## src/rtl/ctt_pkg.sv

```systemverilog
// Cam tooth capture tracker: shared types, constants and a helper function.
// No dependencies; compiled first.
`default_nettype none

package ctt_pkg;

  localparam int HISTORY_DEPTH = 4;
  localparam int ANGLE_W       = 13;
  localparam int NUM_OFFSETS   = 4;

  localparam logic [ANGLE_W-1:0] ANGLE_MAX = 13'd7679;
  localparam logic [15:0]        TIME_MAX  = 16'hFFFF;

  // x / 6 == (x * 87382) >> 19 for any 16-bit x
  localparam logic [16:0] DIV6_MUL   = 17'd87382;
  localparam int          DIV6_SHIFT = 19;

  // y / 625 == (y * 109951163) >> 36 for any y below 2^26
  localparam logic [26:0] RECIP625_MUL   = 27'd109951163;
  localparam int          RECIP625_SHIFT = 36;

  // Inputs at or above these give a quotient above 65535
  localparam logic [31:0] INTERVAL_SAT = 32'd2560000;
  localparam logic [31:0] PRODUCT_SAT  = 32'd1706667;

  typedef enum logic [2:0] {
    REG_INIT_MODE   = 3'd0,
    REG_TEETH_M1    = 3'd1,
    REG_CYLINDERS   = 3'd2,
    REG_MAX_GAP     = 3'd3,
    REG_PERIOD_MULT = 3'd4,
    REG_OFFSETS     = 3'd5
  } cfg_reg_t;

  typedef enum logic [1:0] {
    ST_IDLE,
    ST_TIME,
    ST_LIMIT,
    ST_INDEX
  } ctrl_state_t;

  typedef struct packed {
    logic        init_from_cylinders;
    logic [1:0]  teeth_minus_one;
    logic [3:0]  cylinder_count;
    logic [15:0] max_front_gap;
    logic [15:0] period_multiplier;
    logic [63:0] cam_offsets_packed;
  } cfg_t;

  typedef struct packed {
    logic load;      // latch the input item
    logic do_time;   // angle, interval scaling, period product
    logic do_limit;  // missing-tooth limit, history shift
    logic commit;    // update index state and load the result register
  } ctt_cmd_t;

  typedef struct packed {
    logic out_free;
  } ctt_status_t;

  // v mod (tm1 + 1); mod 3 by reciprocal, floor(v/3) == (v*11) >> 5 for v < 32
  function automatic logic [1:0] mod_teeth(input logic [4:0] v, input logic [1:0] tm1);
    logic [9:0] prod;
    logic [4:0] q3;
    logic [4:0] r3;
    logic [1:0] res;
    prod = {5'd0, v} * 10'd11;
    q3   = prod[9:5];
    r3   = v - (q3 + {q3[3:0], 1'b0});
    unique case (tm1)
      2'd0:    res = 2'd0;
      2'd1:    res = {1'b0, v[0]};
      2'd2:    res = r3[1:0];
      default: res = v[1:0];
    endcase
    return res;
  endfunction

endpackage

`default_nettype wire

```

## src/rtl/ctt_if.sv

```systemverilog
// Valid/ready channel interfaces for tooth samples and tracker results.
// Depends on ctt_pkg.
`default_nettype none

interface ctt_sample_if
  import ctt_pkg::*;
();
  logic        valid;
  logic        ready;
  logic [15:0] raw_angle;
  logic [31:0] raw_interval;
  logic [15:0] engine_period;
  logic        check_missing;

  modport source (output valid, raw_angle, raw_interval, engine_period, check_missing,
                  input ready);
  modport sink   (input valid, raw_angle, raw_interval, engine_period, check_missing,
                  output ready);
endinterface

interface ctt_result_if
  import ctt_pkg::*;
();
  logic               valid;
  logic               ready;
  logic [ANGLE_W-1:0] measured_angle;
  logic [15:0]        tooth_time;
  logic [1:0]         tooth_index;
  logic               missing_tooth;

  modport source (output valid, measured_angle, tooth_time, tooth_index, missing_tooth,
                  input ready);
  modport sink   (input valid, measured_angle, tooth_time, tooth_index, missing_tooth,
                  output ready);
endinterface

`default_nettype wire

```

## src/rtl/ctt_cfg_regs.sv

```systemverilog
// APB-style configuration register bank of the cam tooth tracker.
// Depends on ctt_pkg.
`default_nettype none

module ctt_cfg_regs
  import ctt_pkg::*;
(
  input  wire logic        clk,
  input  wire logic        rst,
  input  wire logic        psel,
  input  wire logic        penable,
  input  wire logic        pwrite,
  input  wire logic [5:0]  paddr,
  input  wire logic [63:0] pwdata,
  output logic      [63:0] prdata,
  output logic             pready,
  output cfg_t             cfg
);

  logic     wr_en;
  cfg_reg_t reg_sel;

  assign pready  = 1'b1;
  assign wr_en   = psel && penable && pwrite && pready;
  assign reg_sel = cfg_reg_t'(paddr[5:3]);

  always_ff @(posedge clk) begin
    if (rst) begin
      cfg.init_from_cylinders <= 1'b0;
      cfg.teeth_minus_one     <= 2'd3;
      cfg.cylinder_count      <= 4'd4;
      cfg.max_front_gap       <= 16'd7680;
      cfg.period_multiplier   <= 16'd1;
      cfg.cam_offsets_packed  <= 64'd0;
    end else if (wr_en) begin
      unique case (reg_sel)
        REG_INIT_MODE:   cfg.init_from_cylinders <= pwdata[0];
        REG_TEETH_M1:    cfg.teeth_minus_one     <= pwdata[1:0];
        REG_CYLINDERS:   cfg.cylinder_count      <= pwdata[3:0];
        REG_MAX_GAP:     cfg.max_front_gap       <= pwdata[15:0];
        REG_PERIOD_MULT: cfg.period_multiplier   <= pwdata[15:0];
        REG_OFFSETS:     cfg.cam_offsets_packed  <= pwdata;
        default: ;
      endcase
    end
  end

  always_comb begin
    unique case (reg_sel)
      REG_INIT_MODE:   prdata = {63'd0, cfg.init_from_cylinders};
      REG_TEETH_M1:    prdata = {62'd0, cfg.teeth_minus_one};
      REG_CYLINDERS:   prdata = {60'd0, cfg.cylinder_count};
      REG_MAX_GAP:     prdata = {48'd0, cfg.max_front_gap};
      REG_PERIOD_MULT: prdata = {48'd0, cfg.period_multiplier};
      REG_OFFSETS:     prdata = cfg.cam_offsets_packed;
      default:         prdata = 64'd0;
    endcase
  end

endmodule

`default_nettype wire

```

## src/rtl/ctt_ctrl.sv

```systemverilog
// Sequencer of the cam tooth tracker: latch, scale, limit, commit.
// Depends on ctt_pkg.
`default_nettype none

module ctt_ctrl
  import ctt_pkg::*;
(
  input  wire logic        clk,
  input  wire logic        rst,
  input  wire logic        sample_valid,
  output logic             sample_ready,
  input  wire ctt_status_t status,
  output ctt_cmd_t         cmd
);

  ctrl_state_t state, state_next;

  always_ff @(posedge clk) begin
    if (rst) begin
      state <= ST_IDLE;
    end else begin
      state <= state_next;
    end
  end

  always_comb begin
    state_next = state;
    unique case (state)
      ST_IDLE:  if (sample_valid) state_next = ST_TIME;
      ST_TIME:  state_next = ST_LIMIT;
      ST_LIMIT: state_next = ST_INDEX;
      ST_INDEX: if (status.out_free) state_next = ST_IDLE;
      default:  state_next = ST_IDLE;
    endcase
  end

  always_comb begin
    sample_ready = (state == ST_IDLE);
    cmd.load     = (state == ST_IDLE) && sample_valid;
    cmd.do_time  = (state == ST_TIME);
    cmd.do_limit = (state == ST_LIMIT);
    cmd.commit   = (state == ST_INDEX) && status.out_free;
  end

`ifndef SYNTHESIS
  a_accept_starts: assert property (@(posedge clk) disable iff (rst)
    sample_valid && sample_ready |=> state == ST_TIME)
    else $error("accepted sample did not start processing");

  a_wait_for_slot: assert property (@(posedge clk) disable iff (rst)
    state == ST_INDEX && !status.out_free |=> state == ST_INDEX && !sample_ready)
    else $error("left commit state while result slot busy");

  a_commit_frees: assert property (@(posedge clk) disable iff (rst)
    cmd.commit |=> state == ST_IDLE && sample_ready)
    else $error("sequencer not idle after commit");
`endif

endmodule

`default_nettype wire

```

## src/rtl/ctt_datapath.sv

```systemverilog
// Datapath of the cam tooth tracker: scaling multipliers, angle history,
// tooth index logic and the result register. Depends on ctt_pkg.
`default_nettype none

module ctt_datapath
  import ctt_pkg::*;
(
  input  wire logic         clk,
  input  wire logic         rst,
  input  wire cfg_t         cfg,
  input  wire ctt_cmd_t     cmd,
  output ctt_status_t       status,
  input  wire logic [15:0]  raw_angle,
  input  wire logic [31:0]  raw_interval,
  input  wire logic [15:0]  engine_period,
  input  wire logic         check_missing,
  output logic              result_valid,
  input  wire logic         result_ready,
  output logic [ANGLE_W-1:0] measured_angle,
  output logic [15:0]       tooth_time,
  output logic [1:0]        tooth_index,
  output logic              missing_tooth
);

  // latched item
  logic [15:0] in_angle;
  logic [31:0] in_interval;
  logic [15:0] in_period;
  logic        in_check;

  // intermediate results
  logic [ANGLE_W-1:0] angle_r;
  logic [15:0]        ttime_r;
  logic [15:0]        limit_r;
  logic [31:0]        prod_r;

  // tracker state
  logic [ANGLE_W-1:0] hist [HISTORY_DEPTH];
  logic [1:0]         index_reg;
  logic               missing_flag;

  // scaling
  logic [32:0] angle_prod;
  logic [13:0] angle_q;
  logic [25:0] interval_x16;
  logic [25:0] prod_x24;
  logic [25:0] recip_op;
  logic [52:0] recip_prod;
  logic [15:0] recip_q;
  logic        interval_sat;
  logic        prod_sat;

  // index logic
  logic               full;
  logic [ANGLE_W-1:0] max_hist;
  logic [15:0]        max_off;
  logic [15:0]        gap;
  logic               realign;
  logic [2:0]         idx_inc;
  logic [1:0]         start_mod;
  logic [3:0]         start_val;
  logic               start_neg;
  logic [4:0]         start_sum;
  logic [1:0]         idx_a;
  logic [2:0]         idx_a_inc;
  logic               miss;
  logic [1:0]         idx_next;
  logic               flag_next;

  assign angle_prod   = {17'd0, in_angle} * {16'd0, DIV6_MUL};
  assign angle_q      = angle_prod[32:DIV6_SHIFT];
  assign interval_sat = in_interval >= INTERVAL_SAT;
  assign interval_x16 = {in_interval[21:0], 4'd0};
  assign prod_sat     = prod_r >= PRODUCT_SAT;
  assign prod_x24     = {prod_r[21:0], 4'd0} + {1'b0, prod_r[21:0], 3'd0};

  // one reciprocal multiplier, shared by interval and limit scaling
  assign recip_op   = cmd.do_limit ? prod_x24 : interval_x16;
  assign recip_prod = {27'd0, recip_op} * {26'd0, RECIP625_MUL};
  assign recip_q    = recip_prod[RECIP625_SHIFT+15:RECIP625_SHIFT];

  always_ff @(posedge clk) begin
    if (cmd.load) begin
      in_angle    <= raw_angle;
      in_interval <= raw_interval;
      in_period   <= engine_period;
      in_check    <= check_missing;
    end
    if (cmd.do_time) begin
      angle_r <= (angle_q > {1'b0, ANGLE_MAX}) ? ANGLE_MAX : angle_q[ANGLE_W-1:0];
      ttime_r <= interval_sat ? TIME_MAX : recip_q;
      prod_r  <= {16'd0, in_period} * {16'd0, cfg.period_multiplier};
    end
    if (cmd.do_limit) begin
      limit_r <= prod_sat ? TIME_MAX : recip_q;
    end
  end

  always_ff @(posedge clk) begin
    if (rst) begin
      for (int i = 0; i < HISTORY_DEPTH; i++) begin
        hist[i] <= '0;
      end
      index_reg    <= 2'd0;
      missing_flag <= 1'b0;
    end else begin
      if (cmd.do_limit) begin
        hist[0] <= angle_r;
        for (int i = 1; i < HISTORY_DEPTH; i++) begin
          hist[i] <= hist[i-1];
        end
      end
      if (cmd.commit) begin
        index_reg    <= idx_next;
        missing_flag <= flag_next;
      end
    end
  end

  // gap between the largest reference offset and the largest history angle, zero while any history entry is zero
  always_comb begin
    full     = 1'b1;
    max_hist = '0;
    for (int i = 0; i < HISTORY_DEPTH; i++) begin
      if (hist[i] == '0) full = 1'b0;
      if (hist[i] > max_hist) max_hist = hist[i];
    end
    max_off = 16'd0;
    for (int i = 0; i < NUM_OFFSETS; i++) begin
      if (cfg.cam_offsets_packed[16*i +: 16] > max_off) begin
        max_off = cfg.cam_offsets_packed[16*i +: 16];
      end
    end
    if (!full) begin
      gap = 16'd0;
    end else if (max_off >= {3'd0, max_hist}) begin
      gap = max_off - {3'd0, max_hist};
    end else begin
      gap = {3'd0, max_hist} - max_off;
    end
    realign = gap >= cfg.max_front_gap;
  end

  always_comb begin
    idx_inc   = {1'b0, index_reg} + 3'd1;
    start_mod = mod_teeth({2'd0, idx_inc}, cfg.teeth_minus_one);
    start_neg = cfg.init_from_cylinders && (cfg.cylinder_count == 4'd0);
    start_val = cfg.init_from_cylinders ? cfg.cylinder_count - 4'd1 : {2'd0, start_mod};
    // negative start only in cylinder init mode with a cylinder count of zero, i.e. -1 + teeth_minus_one
    start_sum = start_neg ? {3'd0, cfg.teeth_minus_one} - 5'd1
                          : {1'b0, start_val} + {3'd0, cfg.teeth_minus_one};
    if (realign) begin
      idx_a = mod_teeth(start_sum, cfg.teeth_minus_one);
    end else if (start_neg) begin
      idx_a = 2'd0;
    end else if (start_val > 4'd3) begin
      idx_a = 2'd3;
    end else begin
      idx_a = start_val[1:0];
    end
    miss      = ttime_r > limit_r;
    idx_a_inc = {1'b0, idx_a} + {2'd0, miss};
    if (in_check) begin
      idx_next  = mod_teeth({2'd0, idx_a_inc}, cfg.teeth_minus_one);
      flag_next = miss;
    end else begin
      idx_next  = idx_a;
      flag_next = missing_flag;
    end
  end

  // result register
  always_ff @(posedge clk) begin
    if (rst) begin
      result_valid <= 1'b0;
    end else if (cmd.commit) begin
      result_valid <= 1'b1;
    end else if (result_ready) begin
      result_valid <= 1'b0;
    end
  end

  always_ff @(posedge clk) begin
    if (cmd.commit) begin
      measured_angle <= angle_r;
      tooth_time     <= ttime_r;
      tooth_index    <= idx_next;
      missing_tooth  <= flag_next;
    end
  end

  assign status.out_free = !result_valid || result_ready;

`ifndef SYNTHESIS
  a_angle_capped: assert property (@(posedge clk) disable iff (rst)
    result_valid |-> measured_angle <= ANGLE_MAX)
    else $error("measured angle above cap");

  a_commit_shows: assert property (@(posedge clk) disable iff (rst)
    cmd.commit |=> result_valid && tooth_index == index_reg && missing_tooth == missing_flag)
    else $error("committed result does not match tracker state");

  a_result_held: assert property (@(posedge clk) disable iff (rst)
    result_valid && !result_ready |=> result_valid && $stable(measured_angle) &&
      $stable(tooth_time) && $stable(tooth_index) && $stable(missing_tooth))
    else $error("pending result changed before transfer");
`endif

endmodule

`default_nettype wire

```

## src/rtl/cam_tooth_capture_tracker.sv

```systemverilog
// Cam tooth capture tracker: top level.
// Usage:
//   sample channel (valid/ready): one cam tooth event, raw angle, raw interval,
//   engine period and a missing-tooth check enable.
//   result channel (valid/ready): scaled angle, scaled tooth time, tooth index
//   and missing-tooth flag, one result for every sample.
//   APB-style port: six registers at byte addresses 8*i, written in idle time.
// Timing: a sample is taken when the block is idle; the result is registered
//   after the three-step sequence (scale, limit, commit) around the shared
//   reciprocal multiplier. A new sample is taken only after the previous one
//   has committed.
// Stall: the result register holds until transferred; a new sample may be taken
//   while it waits, but its commit step holds until the register frees.
// Reset (rst, synchronous): history, tooth index and missing flag clear,
//   registers return to their defaults, no result pending.
// Depends on ctt_pkg, ctt_if, ctt_cfg_regs, ctt_ctrl, ctt_datapath.
`default_nettype none

module cam_tooth_capture_tracker
  import ctt_pkg::*;
(
  input  wire logic        clk,
  input  wire logic        rst,
  ctt_sample_if.sink       sample,
  ctt_result_if.source     result,
  input  wire logic        psel,
  input  wire logic        penable,
  input  wire logic        pwrite,
  input  wire logic [5:0]  paddr,
  input  wire logic [63:0] pwdata,
  output logic      [63:0] prdata,
  output logic             pready
);

  cfg_t        cfg;
  ctt_cmd_t    cmd;
  ctt_status_t status;
  logic        sample_ready;
  logic        result_valid;
  logic [ANGLE_W-1:0] measured_angle;
  logic [15:0] tooth_time;
  logic [1:0]  tooth_index;
  logic        missing_tooth;

  ctt_cfg_regs u_cfg (
    .clk     (clk),
    .rst     (rst),
    .psel    (psel),
    .penable (penable),
    .pwrite  (pwrite),
    .paddr   (paddr),
    .pwdata  (pwdata),
    .prdata  (prdata),
    .pready  (pready),
    .cfg     (cfg)
  );

  ctt_ctrl u_ctrl (
    .clk          (clk),
    .rst          (rst),
    .sample_valid (sample.valid),
    .sample_ready (sample_ready),
    .status       (status),
    .cmd          (cmd)
  );

  ctt_datapath u_dp (
    .clk            (clk),
    .rst            (rst),
    .cfg            (cfg),
    .cmd            (cmd),
    .status         (status),
    .raw_angle      (sample.raw_angle),
    .raw_interval   (sample.raw_interval),
    .engine_period  (sample.engine_period),
    .check_missing  (sample.check_missing),
    .result_valid   (result_valid),
    .result_ready   (result.ready),
    .measured_angle (measured_angle),
    .tooth_time     (tooth_time),
    .tooth_index    (tooth_index),
    .missing_tooth  (missing_tooth)
  );

  assign sample.ready          = sample_ready;
  assign result.valid          = result_valid;
  assign result.measured_angle = measured_angle;
  assign result.tooth_time     = tooth_time;
  assign result.tooth_index    = tooth_index;
  assign result.missing_tooth  = missing_tooth;

endmodule

`default_nettype wire
```

## src/flat_wrapper.sv

```systemverilog
// flat-port wrapper written by rule: the top's interface ports become plain ports
module cam_tooth_capture_tracker_flat import ctt_pkg::*;
  (clk, rst, psel, penable, pwrite, paddr, pwdata, prdata, pready, sample_valid, sample_raw_angle, sample_raw_interval, sample_engine_period, sample_check_missing, sample_ready, result_valid, result_measured_angle, result_tooth_time, result_tooth_index, result_missing_tooth, result_ready);
  ctt_sample_if sample_i ();
  ctt_result_if result_i ();
  input  wire logic clk;
  input  wire logic rst;
  input  wire logic psel;
  input  wire logic penable;
  input  wire logic pwrite;
  input  wire logic [5:0] paddr;
  input  wire logic [63:0] pwdata;
  output logic      [63:0] prdata;
  output logic pready;
  input wire logic [$bits(sample_i.valid)-1:0] sample_valid;
  input wire logic [$bits(sample_i.raw_angle)-1:0] sample_raw_angle;
  input wire logic [$bits(sample_i.raw_interval)-1:0] sample_raw_interval;
  input wire logic [$bits(sample_i.engine_period)-1:0] sample_engine_period;
  input wire logic [$bits(sample_i.check_missing)-1:0] sample_check_missing;
  output wire logic [$bits(sample_i.ready)-1:0] sample_ready;
  output wire logic [$bits(result_i.valid)-1:0] result_valid;
  output wire logic [$bits(result_i.measured_angle)-1:0] result_measured_angle;
  output wire logic [$bits(result_i.tooth_time)-1:0] result_tooth_time;
  output wire logic [$bits(result_i.tooth_index)-1:0] result_tooth_index;
  output wire logic [$bits(result_i.missing_tooth)-1:0] result_missing_tooth;
  input wire logic [$bits(result_i.ready)-1:0] result_ready;
  assign sample_i.valid = sample_valid;
  assign sample_i.raw_angle = sample_raw_angle;
  assign sample_i.raw_interval = sample_raw_interval;
  assign sample_i.engine_period = sample_engine_period;
  assign sample_i.check_missing = sample_check_missing;
  assign sample_ready = sample_i.ready;
  assign result_valid = result_i.valid;
  assign result_measured_angle = result_i.measured_angle;
  assign result_tooth_time = result_i.tooth_time;
  assign result_tooth_index = result_i.tooth_index;
  assign result_missing_tooth = result_i.missing_tooth;
  assign result_i.ready = result_ready;
  cam_tooth_capture_tracker u_core (.clk(clk), .rst(rst), .sample(sample_i), .result(result_i), .psel(psel), .penable(penable), .pwrite(pwrite), .paddr(paddr), .pwdata(pwdata), .prdata(prdata), .pready(pready));
endmodule
```

## config.mk

```make
export PLATFORM = sky130hd
export DESIGN_NAME = cam_tooth_capture_tracker_flat
export DESIGN_NICKNAME = d
export VERILOG_FILES = /design/src/rtl/ctt_pkg.sv /design/src/rtl/ctt_if.sv /design/src/rtl/ctt_cfg_regs.sv /design/src/rtl/ctt_ctrl.sv /design/src/rtl/ctt_datapath.sv /design/src/rtl/cam_tooth_capture_tracker.sv /design/src/flat_wrapper.sv
export SDC_FILE = /design/constraint.sdc
export NUM_CORES = 2
export LEC_CHECK = 0
export ABC_CLOCK_PERIOD_IN_PS = 25800
export BUFFER_PORTS_ARGS = -buffer_cell sky130_fd_sc_hd__buf_2
export CORE_MARGIN = 2
export CORE_UTILIZATION = 30
export CTS_CLUSTER_DIAMETER = 200
export DETAILED_ROUTE_END_ITERATION = 16
export PLACE_DENSITY = 0.47
export RECOVER_POWER = 100
export SYNTH_ARGS = -nofsm -noshare
export SYNTH_HDL_FRONTEND = slang
export SYNTH_SLANG_ARGS = --single-unit
```

## constraint.sdc

```tcl
create_clock -name clk -period 25.8 [get_ports clk]
set_input_delay 1.29 -clock clk [delete_from_list [all_inputs] [get_ports clk]]
set_output_delay 1.29 -clock clk [all_outputs]
set_load 0.005 [all_outputs]
```

**Yosys cells after proc, flatten, opt, wreduce, memory -nomap -nowiden**

Memories as Yosys holds them, arrays and structs flattened.
Index checks and enable logic that the tools add are counted.
W data, S select, Z words.

- Register bits: 283
- Bits in writable memories: 52
- Input bits: 142
- Memories: 1

Memory list:

| name | depth | width | rd ports | clocked after memory_dff | wr ports | RTL line | RTL |
|---|---|---|---|---|---|---|---|
| u_core.u_dp.hist | 4 | 13 | 4 | 0 | 4 | ctt_datapath.sv:38 | `logic [ANGLE_W-1:0] hist [HISTORY_DEPTH];` |

- Add/subtract/negate cells: 14
- $mul: 6
- Order comparisons: 15
- Eq/ne operators: 12
- Multiplexer cells: 40
- Bitwise logic cells: 4
- Reduce and logical (&&, ||, !) cells: 23

Operator list:

| cell | number |
|---|---|
| $pmux W64 S6 | 1 |
| $mux W13 | 8 |
| $mux W16 | 6 |
| $gt A16 B16 Y1 | 4 |
| $logic_not A13 Y1 | 4 |
| $mul A26 B27 Y52 const B | 1 |
| $gt A13 B13 Y1 | 3 |
| $ge A32 B21 Y1 const B | 1 |
| $ge A32 B22 Y1 const B | 1 |
| $mul A16 B16 Y32 | 1 |
| $mul A16 B16 Y32 const B | 1 |
| $add A26 B25 Y26 | 1 |
| $mux W26 | 1 |
| $pmux W2 S3 | 3 |
| $ge A16 B13 Y1 | 1 |
| $ge A16 B16 Y1 | 1 |
| $gt A16 B1 Y1 const B | 1 |
| $sub A13 B16 Y16 | 1 |
| $sub A16 B13 Y16 | 1 |
| $gt A14 B13 Y1 const B | 1 |
| $mul A3 B4 Y7 const B | 2 |
| $reduce_and A2 Y1 | 7 |
| $gt A13 B1 Y1 const B | 1 |
| $mux W1 | 12 |
| other kinds (27) | 50 |

**Longest topological paths before layout**

An unclocked memory read counts as a cell.

- Depth in word-level cells: 20
- Mapped depth: 73
- Depth with buffers taken out: 69

**Cells and area by module**

A second synthesis with hierarchy kept.

- Cells, all modules: 4614
- Area total of the unflattened synthesis: 44475.2 um2

By module, submodules not included:

| module | times used | cells each | area an instance (um2) | seq. area each (um2) |
|---|---|---|---|---|
| ctt_datapath | 1 | 4014 | 39395.3 | 6866.6 |
| ctt_cfg_regs | 1 | 581 | 4908.5 | 2062.0 |
| ctt_ctrl | 1 | 19 | 171.4 | 40.0 |

**Worst setup path after synthesis**

Ideal clock, no wire load.

- Kind: register to register
- From: memory u_core.u_dp.hist[1][1]
- To: register u_core.u_dp.tooth_index[1], data pin
- Data arrival time: 12.673 ns
- Data required time: 25.532 ns
- Setup slack: 12.858 ns
- Stages on the path, launching flop included: 71
- Buffers on the path: 5
- Clock period less this slack: 12.942 ns
- Cells stage by stage: edfxtp_1 -> ha_1 -> nor2b_1 -> o21a_1 -> o21a_1 -> o21a_1 -> o21a_1 -> o21a_1 -> o221ai_1 -> a21oi_1 -> clkbuf_1 -> mux2i_1 -> ha_1 -> nor2b_1 -> o21a_1 -> o21ai_0 -> nand2b_1 -> a21oi_1 -> [... 35 more ...] -> o21ai_0 -> a21oi_1 -> o211ai_1 -> nand2_1 -> mux2_2 -> ha_1 -> ha_1 -> ha_1 -> ha_1 -> a41o_1 -> a21oi_1 -> xnor2_1 -> ha_1 -> xor2_1 -> a21oi_1 -> nor2b_1 -> o21ai_0 -> o21ai_0

RTL lines:

| what | RTL line | RTL |
|---|---|---|
| start, declared | ctt_datapath.sv:38 |  |
| end signal, assigned | ctt_datapath.sv:187 | `tooth_index <= idx_next;` |
| end, declared | ctt_datapath.sv:21 | `output logic [1:0] tooth_index,` |

**Worst setup path after layout**

- From: register u_core.u_cfg.cfg[15] (netlist name)
- To: register u_core.u_dp.index_reg[1]

- Word-level cells in the longest chain between the ends: 19
- Elaborated cells between the ends (all ways): 21
- Classes of those cells: add/sub: 5; mul: 1; order compare: 6; mux: 9

Ends and longest elaborated chain:

| what | RTL line | RTL |
|---|---|---|
| $gt A16 B1 Y1 | ctt_datapath.sv:130 | `if (cfg.cam_offsets_packed[16*i +: 16] > max_off) begin` |
| $mux W16 * | ctt_datapath.sv:130 |  |
| $gt A16 B16 Y1 | ctt_datapath.sv:130 |  |
| $mux W16 * | ctt_datapath.sv:130 |  |
| $gt A16 B16 Y1 | ctt_datapath.sv:130 |  |
| $mux W16 * | ctt_datapath.sv:130 |  |
| $gt A16 B16 Y1 | ctt_datapath.sv:130 |  |
| $mux W16 * | ctt_datapath.sv:130 |  |
| [... 3 more ...] | n/a |  |
| $ge A16 B16 Y1 * | ctt_datapath.sv:141 | `realign = gap >= cfg.max_front_gap;` |
| $mux W2 * | ctt_datapath.sv:152 | `if (realign) begin` |
| $add A2 B1 Y3 | ctt_datapath.sv:162 | `idx_a_inc = {1'b0, idx_a} + {2'd0, miss};` |
| $mul A3 B4 Y7 | ctt_pkg.sv:68 | `prod = {5'd0, v} * 10'd11;` |
| $add A2 B2 Y2 | ctt_pkg.sv:70 | `r3 = v - (q3 + {q3[3:0], 1'b0});` |
| $sub A2 B2 Y2 | ctt_pkg.sv:70 |  |
| $pmux W2 S3 | ctt_pkg.sv:71 | `unique case (tm1)` |
| $mux W2 * | ctt_datapath.sv:163 | `if (in_check) begin` |
| end signal, assigned | ctt_datapath.sv:114 | `index_reg <= idx_next;` |
| end, declared | ctt_datapath.sv:39 | `logic [1:0] index_reg;` |

Every way passes the cells marked *; elsewhere a longest branch is shown, timed or not.
A chain may end at the register's enable or synchronous reset.

==> results.cfg <==
[outcome]
status = complete, but fails checks
violations = capacitance limit, slew limit

[final_layout]
reg.largest.list = u_core.u_cfg.cfg (103), u_core.u_dp.hist (52)
fill_cells = 14800
largest_register_ffs = 103
layout_commonest_cell = inv_1
final_area_um2 = 47500
final_util_pct = 33.5
nets = 5942
syn2layout_area_growth_pct = 11.0
layout_common_cells = 868 x inv_1, 683 x ha_1, 543 x fa_1
layout-drive-gt1-share_pct = 6.35
largest-register = u_core.u_cfg.cfg

[clock_tree]
cts_tree = done
clock-root-buffer = clkbuf_16
htreeDepth = 2
cts_setup_buffers = 0
path_clk_slew_ps = 60
numClockSinks = 335
cts_resized = 0
clock_latency_ps = 640
cts_buffer_depth = 3
cts_hold_buf = 0
cts_buffers = 46

[logic_synthesis]
synthesis.area_um2 = 42800
netlist-cell-type-count = 75
synth-edff-count = 226
avgSynthCellArea_um2 = 9.74
postSynthCellCount = 4389
synth_ff_type = edfxtp_1
ys_seq_elements = 335
synth_fp_nets = 5757
synthArstFlopShare_pct = 0
synth_seq_area_share_pct = 21.0
ys_warn_count = 0

[sta]
fin_setup_tns_ps = 0
min_period_ps = 15690
slew_headroom_pct = -137
setup_violations = 0
rsz0062_at_grt = false
slew_violations = 431
hold_viol = 0
fin_worst_skew_ps = 33.2
worst_pin_slew_ps = 3560
timing.final.crit_share_pct = 60.8
fmax_ghz = 0.0637

[global_route]
use_met2_pct = 27.1
grt_use_met3_pct = 2.06
use_met1_pct = 23.5
grt_busiest_layer = met2
grt_pass1_vias = 31900
grt_max_degree = 77
grt-ovfl-total = 0
grtUsageTotal_pct = 16.6
grt_pass1_wl_um = 188000
antenna_found_initial = 11

[routing]
wl_per_cell_um = 18.4
drt-initial-drc-count = 1626
first_pass_iters = 5
num_vias = 30100
finalWirelength_um = 119000
vias_per_cell = 4.63
antenna_left = 0
drc = 0

[flow_run]
maxCapViolations = 9

[min_path]
min_path_type = flop to flop

[setup_path]
arrival_ps = 16060
crit_slowest_cell = or2_0
cp_data_required_time_ps = 26170
endpoint_kind = flop
setup.worst_path.class = flop to flop
crit_top_cell = ha_1
worstPathMaxFanout = 29
start_kind = flop
critPathMaxStageDelay_ps = 990

[floorplanning]
dieArea_um2 = 146000
ios = 241
die_h_um = 382
num_rows = 138
die_w_um = 382
core_area_um2 = 142000
start_util_pct = 30.2

[placed_design]
io_buffer_count = 236
dp_hpwl_um = 98900
place.gp.congestion = 0.922
place_area_um2 = 46100
==> worst paths after layout <==
kind / from / end / slack [ps] / depth (start not counted)
setup reg to reg: u_core.u_cfg.cfg[15] / u_core.u_dp.index_reg[1] / 10110 / 53
hold reg to reg: u_core.u_dp.ttime_r[11] / u_core.u_dp.tooth_time[11] / 460 / 0
setup / recovery: u_core.u_cfg.cfg[15] / u_core.u_dp.index_reg[1] / 10110 / 53
hold / removal: u_core.u_dp.ttime_r[11] / u_core.u_dp.tooth_time[11] / 460 / 0
==> cells in the mapped netlist (5+ instances only) <==
cell	count	area share, %
mux2i_1	86	2.0
or2_2	10	0.15
a211o_1	14	0.29
or4_1	5	0.088
a21oi_1	253	3.0
nor2_1	133	1.2
o21ai_0	81	0.95
nand2_1	478	4.2
xnor2_1	70	1.4
ha_1	683	20
nor2b_1	29	0.42
o31ai_1	8	0.14
nand2b_1	29	0.42
o21bai_1	13	0.23
buf_1	10	0.088
fa_1	543	25
mux2_2	33	0.87
o221ai_1	7	0.14
nor4_1	20	0.29
xor2_1	37	0.76
o22ai_1	5	0.073
nand4_1	43	0.63
or3_1	8	0.12
clkbuf_1	108	0.95
nand3_1	43	0.50
inv_1	867	7.6
o21ai_1	7	0.082
a31oi_1	15	0.22
and3_1	7	0.10
a211oi_1	12	0.21
nor3_1	48	0.56
o21a_1	27	0.47
dfxtp_1	109	5.1
edfxtp_1	226	16
a21o_1	74	1.3
o211ai_1	13	0.23
and2_1	158	2.3
==> final cells by class <==
class | instances | area [um^2] | area share (%)
antenna | 6 | 15.0 | 0.0316
clock buffer | 63 | 1290 | 2.71
inverter | 868 | 3260 | 6.86
multi-input combinational | 3060 | 30100 | 63.3
clock inverter | 22 | 297 | 0.625
sequential | 335 | 8970 | 18.9
tap | 1890 | 2360 | 4.98
timing repair buffer | 263 | 1230 | 2.59
==> critical path, delay by kind of cell, from the launching register on <==
kind | cells | cell delay (ps)
buffers and inverters | 4 | 1430
AOI/OAI and AO/OA | 20 | 5240
DFF | 1 | 440
muxes | 2 | 780
and+or+nand+nor | 14 | 4450
adders and majority gates | 10 | 2640
xor gates and xnor gates | 3 | 420
==> logic make-up after synthesis <==
kind of cell	count (synthesis)	synth area share [%]
AO/OA/AOI/OAI	589	8.67
XOR/XNOR	107	2.19
adder cells (fa/ha/maj)	1226	45.4
buffers and inverters	994	8.78
flip-flops	335	21.0
multiplexers	119	2.88
other	1	0.00877
AND/OR/NAND/NOR	1018	11.1
==> metrics by stage <==
| stage | setup WS (ps) | hold slack [ps] | std cells |
|---|---|---|---|
| finish | 10110 | 456 | 6507 |
| global route | 8600 | 467 | 6505 |
| CTS | 11740 | 456 | 6501 |
| detailed placement | 11770 | 448 | 6416 |
| global placement | 11920 | 440 | 6416 |
| floorplan | 12860 | 417 | 4389 |
==> layer usage <==
metal	up-vias	share of wire [%]	wire, um
met1	14900	48	57000
met3	90	4.0	4720
li1	14700	-	-
met2	475	47	55600
met4	2	1.8	2110
met5	-	0.013	16
Power is not shown: default switching activity piles up to over one toggle a cycle in this logic, so the estimate is an artifact.
